**config.mk**
```make
export PLATFORM = sky130hd
export DESIGN_NAME = sphdk_isqrt
export DESIGN_NICKNAME = d
export VERILOG_FILES = /design/src/rtl/sphdk_isqrt.sv
export SDC_FILE = /design/constraint.sdc
export NUM_CORES = 2
export LEC_CHECK = 0
export BUFFER_PORTS_ARGS = -buffer_cell sky130_fd_sc_hd__buf_2
export CAP_MARGIN = 30
export CORE_MARGIN = 1
export CORE_UTILIZATION = 55
export DETAILED_ROUTE_END_ITERATION = 8
export PLACE_DENSITY = 0.69
export SLEW_MARGIN = 25
export SYNTH_ARGS = -nofsm -noshare
export SYNTH_HDL_FRONTEND = slang
export SYNTH_MEMORY_MAX_BITS = 65536
export SYNTH_SLANG_ARGS = --single-unit
```
**constraint.sdc**
```tcl
create_clock -name clk -period 4.6 [get_ports clk]
set_input_delay 0.69 -clock clk [delete_from_list [all_inputs] [get_ports clk]]
set_output_delay 0.69 -clock clk [all_outputs]
set_load 0.01 [all_outputs]
```
**src/rtl/sphdk_isqrt.sv**
```systemverilog
// Pipelined digit-by-digit integer square root, one root bit per stage.
module sphdk_isqrt #(
  parameter int ROOT_W = 32,
  parameter int SIDE_W = 1
) (
  input  logic                  clk,
  input  logic                  en,
  input  logic [2*ROOT_W-1:0]   radicand,
  input  logic [SIDE_W-1:0]     side_in,
  output logic [ROOT_W-1:0]     root,
  output logic [ROOT_W:0]       rem,
  output logic [SIDE_W-1:0]     side_out
);

  localparam int VW   = 2 * ROOT_W;
  localparam int RemW = ROOT_W + 2;

  logic [VW-1:0]     v_q    [ROOT_W];
  logic [ROOT_W-1:0] root_q [ROOT_W];
  logic [RemW-1:0]   rem_q  [ROOT_W];
  logic [SIDE_W-1:0] side_q [ROOT_W];

  for (genvar g = 0; g < ROOT_W; g++) begin : g_stage
    logic [VW-1:0]     v_src;
    logic [ROOT_W-1:0] root_src;
    logic [RemW-1:0]   rem_src;
    logic [SIDE_W-1:0] side_src;
    logic [RemW-1:0]   cur;
    logic [RemW-1:0]   trial;
    logic [RemW-1:0]   rem_next;
    logic [ROOT_W-1:0] root_next;

    if (g == 0) begin : g_head
      assign v_src    = radicand;
      assign root_src = '0;
      assign rem_src  = '0;
      assign side_src = side_in;
    end else begin : g_body
      assign v_src    = v_q[g-1];
      assign root_src = root_q[g-1];
      assign rem_src  = rem_q[g-1];
      assign side_src = side_q[g-1];
    end

    // Bring down two radicand bits, try root*4+1
    assign cur   = {rem_src[ROOT_W-1:0], v_src[VW-1:VW-2]};
    assign trial = {root_src, 2'b01};

    always_comb begin
      if (cur >= trial) begin
        rem_next  = cur - trial;
        root_next = {root_src[ROOT_W-2:0], 1'b1};
      end else begin
        rem_next  = cur;
        root_next = {root_src[ROOT_W-2:0], 1'b0};
      end
    end

    always_ff @(posedge clk) begin
      if (en) begin
        v_q[g]    <= v_src << 2;
        root_q[g] <= root_next;
        rem_q[g]  <= rem_next;
        side_q[g] <= side_src;
      end
    end
  end

  assign root     = root_q[ROOT_W-1];
  assign rem      = rem_q[ROOT_W-1][ROOT_W:0];
  assign side_out = side_q[ROOT_W-1];

endmodule

```
==> flow_metrics.py <==
metrics = {
    "cells_and_area": {
        "final_cell_mix": "2530 x edfxtp_1, 712 x inv_1, 628 x nand2_1",
        "layout-drive-gt1-share_pct": 7.903,
        "multi_input_area_um2": 38120,
        "final_common_cell": "edfxtp_1",
        "fin_nets": 10091,
        "design_area_um2": 131400,
        "seqCellArea_um2": 75970,
        "n_fill_cell": 16141,
        "fin_util_pct": 62.00,
        "syn2layout_area_growth_pct": 12.01,
    },
    "critical_path": {
        "arrival_ns": 4.67,
        "critPathMaxFanout": 6,
        "critPathCaptureType": "flop",
        "critical_path_required_ns": 5.23,
        "crit_type": "reg2reg",
        "crit_chain": "or4_1, nor4_2, or3b_2, or4_1, or3b_2, or2_1, and3b_1, nand2_1, nor3_1, xor2_1",
        "slowest_delay_ns": 0.64,
        "slowest_stage": "or4_1",
        "cp-start-kind": "flop",
    },
    "routing": {
        "wirelength_um": 242800,
        "first_iter_violations": 5286,
        "ant_nets": 0,
        "drt_first_pass_iters": 5,
        "drt-vias-per-instance": 5.658,
        "wl_per_cell_um": 19.45,
        "post-route-drc-count": 0,
        "vias": 70628,
    },
    "logic_synthesis": {
        "synth_warnings": 0,
        "synthFlopType": "edfxtp_1",
        "synth-seq-cells": 2530,
        "syn-cell-area_um2": 117300,
        "ys_async_sr_fraction_pct": 0,
        "seq_area_frac_synth_pct": 64.78,
        "synth_cell_types": 82,
        "synthCells": 9032,
        "syn_area_per_cell_um2": 12.98,
        "synth_nets": 9662,
        "synth_edf_count": 2530,
    },
    "clock_tree": {
        "tritoncts": "built",
        "clk_latency_ns": 0.94,
        "cts.clk_slew.worst_paths_ns": 0.06,
        "cts_setup_buffers": 0,
        "cts-buffers-inserted": 281,
        "cts_root_buf": "clkbuf_16",
        "cts.htree.levels": 5,
        "cts_resized": 0,
        "cts_num_sinks": 2530,
        "clk_path_buf_depth": 4,
    },
    "sta": {
        "tightest_slew_ns": 0.8784,
        "maxSlewViolCount": 0,
        "fin_crit_sh_pct": 87.92,
        "skew_ns": 0.06280,
        "finalSetupTns_ns": 0,
        "slew-limit-headroom_pct": 40.67,
        "whs_ns": 0.08761,
        "finalSetupViolCount": 0,
        "finalHoldViolations": 0,
        "period_needed_ns": 4.044,
        "rsz0062_at_grt": "no",
        "fmax_mhz": 247.3,
    },
    "floorplan": {
        "row_count": 169,
        "die_h_um": 463.8,
        "pin_count": 133,
        "dieArea_um2": 215100,
        "die_w_um": 463.8,
        "core_um2": 211900,
        "start_util_pct": 55.35,
    },
    "global_route": {
        "gr-total-overflow": 0,
        "grt_first_pass_wirelength_um": 377800,
        "grtUsageTotal_pct": 22.29,
        "grt_max_degree": 140,
        "antenna_found_initial": 2,
        "grt_pass1_vias": 68509,
    },
    "power_and_ir_drop": {
        "power.density_nw_per_um2": 515.5,
        "peakVddDrop_mv": 0.4421,
        "p_int_w": 0.04814,
        "p_sw_w": 0.01958,
        "p_leak_nw": 50.52,
        "power.share.clock_pct": 30.8,
        "seq_power_share_pct": 46.7,
        "total_power_w": 0.06772,
        "combPwrFrac_pct": 22.6,
        "p_sw_share_pct": 28.91,
    },
    "placed_design": {
        "port_buffers": 132,
        "dp.final_hpwl_um": 175100,
        "routabilityCongestion": 0.9216,
        "postPlaceCellArea_um2": 122200,
    },
    "run": {
        "drv_cap": 0,
    },
    "worst_hold_path": {
        "hold_path.class": "in2reg",
    },
    "run_status": {
        "status": "finished clean",
    },
}
-- logic make-up after synthesis --
group,after synthesis,synth area share [%]
other cells,1,0.003198
buf+inv,874,2.800
simple gates,2290,9.584
compound gates,1873,9.916
xor+xnor,813,6.072
fa+ha+maj,563,6.007
mux,88,0.8343
flops,2530,64.78
-- final cells by class --
class                           instances  share of cell area (%)
Antenna cell                            6                 0.01143
Timing Repair Buffer                  306                   1.946
Sequential cell                      2530                   57.84
Multi-Input combinational cell       5628                   29.02
Clock inverter                        139                  0.8610
Inverter                              714                   2.040
Tap cell                             2821                   2.687
Clock buffer                          338                   5.597
-- timing repair --
| item | CTS | global route |
|---|---|---|
| endpoints found under the setup margin | 0 | 0 |
| hold buffers | 63 | 0 |
| hold endpoints to repair | 63 | 0 |
-- critical path, delay by kind of cell, from the launching register on --
| kind | cells | cell delay [ns] |
|---|---|---|
| DFF | 1 | 0.47 |
| and+or+nand+nor | 9 | 3.17 |
| xor gates and xnor gates | 1 | 0.15 |
-- state kept, by name, indices dropped and copies added (netlist names) --
name,flops
side_q,32
root_q,528
v_q,992
rem_q,978
-- stage by stage --
stage          worst slack, ns  cells
2_1_floorplan           0.7854   9032
3_3_place_gp            0.5093  11934
3_5_place_dp            0.5527  11935
4_1_cts                 0.5474  12475
5_1_grt                 0.3390  12477
6_report                0.5555  12482
-- layer usage --
layer | track usage (%) | up-vias | wire length [um] | share of wire (%)
met5 | 0 | - | 0 | 0
met4 | 7.741 | 0 | 7912 | 3.3
met3 | 3.349 | 470 | 11710 | 4.8
met2 | 37.60 | 1807 | 117800 | 49
met1 | 29.45 | 34092 | 105300 | 43
li1 | - | 34259 | - | -
-- power by group through the flow --
stage	clock [W]	combinational (W)	sequential, W
2_1_floorplan	0	0.0110	0.0311
3_3_place_gp	0	0.0148	0.0320
3_5_place_dp	0	0.0151	0.0320
4_1_cts	0.0214	0.0152	0.0316
5_1_grt	0.0222	0.0169	0.0319
6_report	0.0208	0.0153	0.0316
-- Yosys cell counts (51+ instances only) --
master | count | area (um^2)
and3_1 | 54 | 337.8
nand2_1 | 628 | 2357
nand3_1 | 139 | 695.7
nand2b_1 | 140 | 875.8
o21a_1 | 103 | 773.2
nor2b_1 | 68 | 425.4
clkbuf_1 | 149 | 559.3
o21ai_0 | 489 | 2447
ha_1 | 563 | 7044
nor3_1 | 197 | 986.0
edfxtp_1 | 2530 | 75970
nor4_1 | 99 | 619.3
a21o_1 | 236 | 1772
xor2_1 | 386 | 3381
a211oi_1 | 52 | 390.4
inv_1 | 712 | 2673
or3_1 | 108 | 675.7
or4_1 | 51 | 382.9
xnor2_1 | 427 | 3740
o21bai_1 | 64 | 480.5
a21oi_1 | 572 | 2863
mux2_2 | 78 | 878.3
nor2_1 | 545 | 2046
nand4_1 | 89 | 556.8
-- worst paths after layout --
check | depth (start not counted) | from | slack, ns | end
worst max-delay path | 10 | rem_q[0][106]$_DFFE_PP_ | 0.56 | rem_q[0][161]$_DFFE_PP_
worst min-delay path | 2 | radicand[63] | 0.09 | root_q[0][0]$_DFFE_PP_
worst max register to register | 10 | rem_q[0][106]$_DFFE_PP_ | 0.56 | rem_q[0][161]$_DFFE_PP_
worst min register to register | 0 | v_q[0][50]$_DFFE_PP_ | 0.39 | v_q[0][114]$_DFFE_PP_
(Power assumes the default switching activity.)
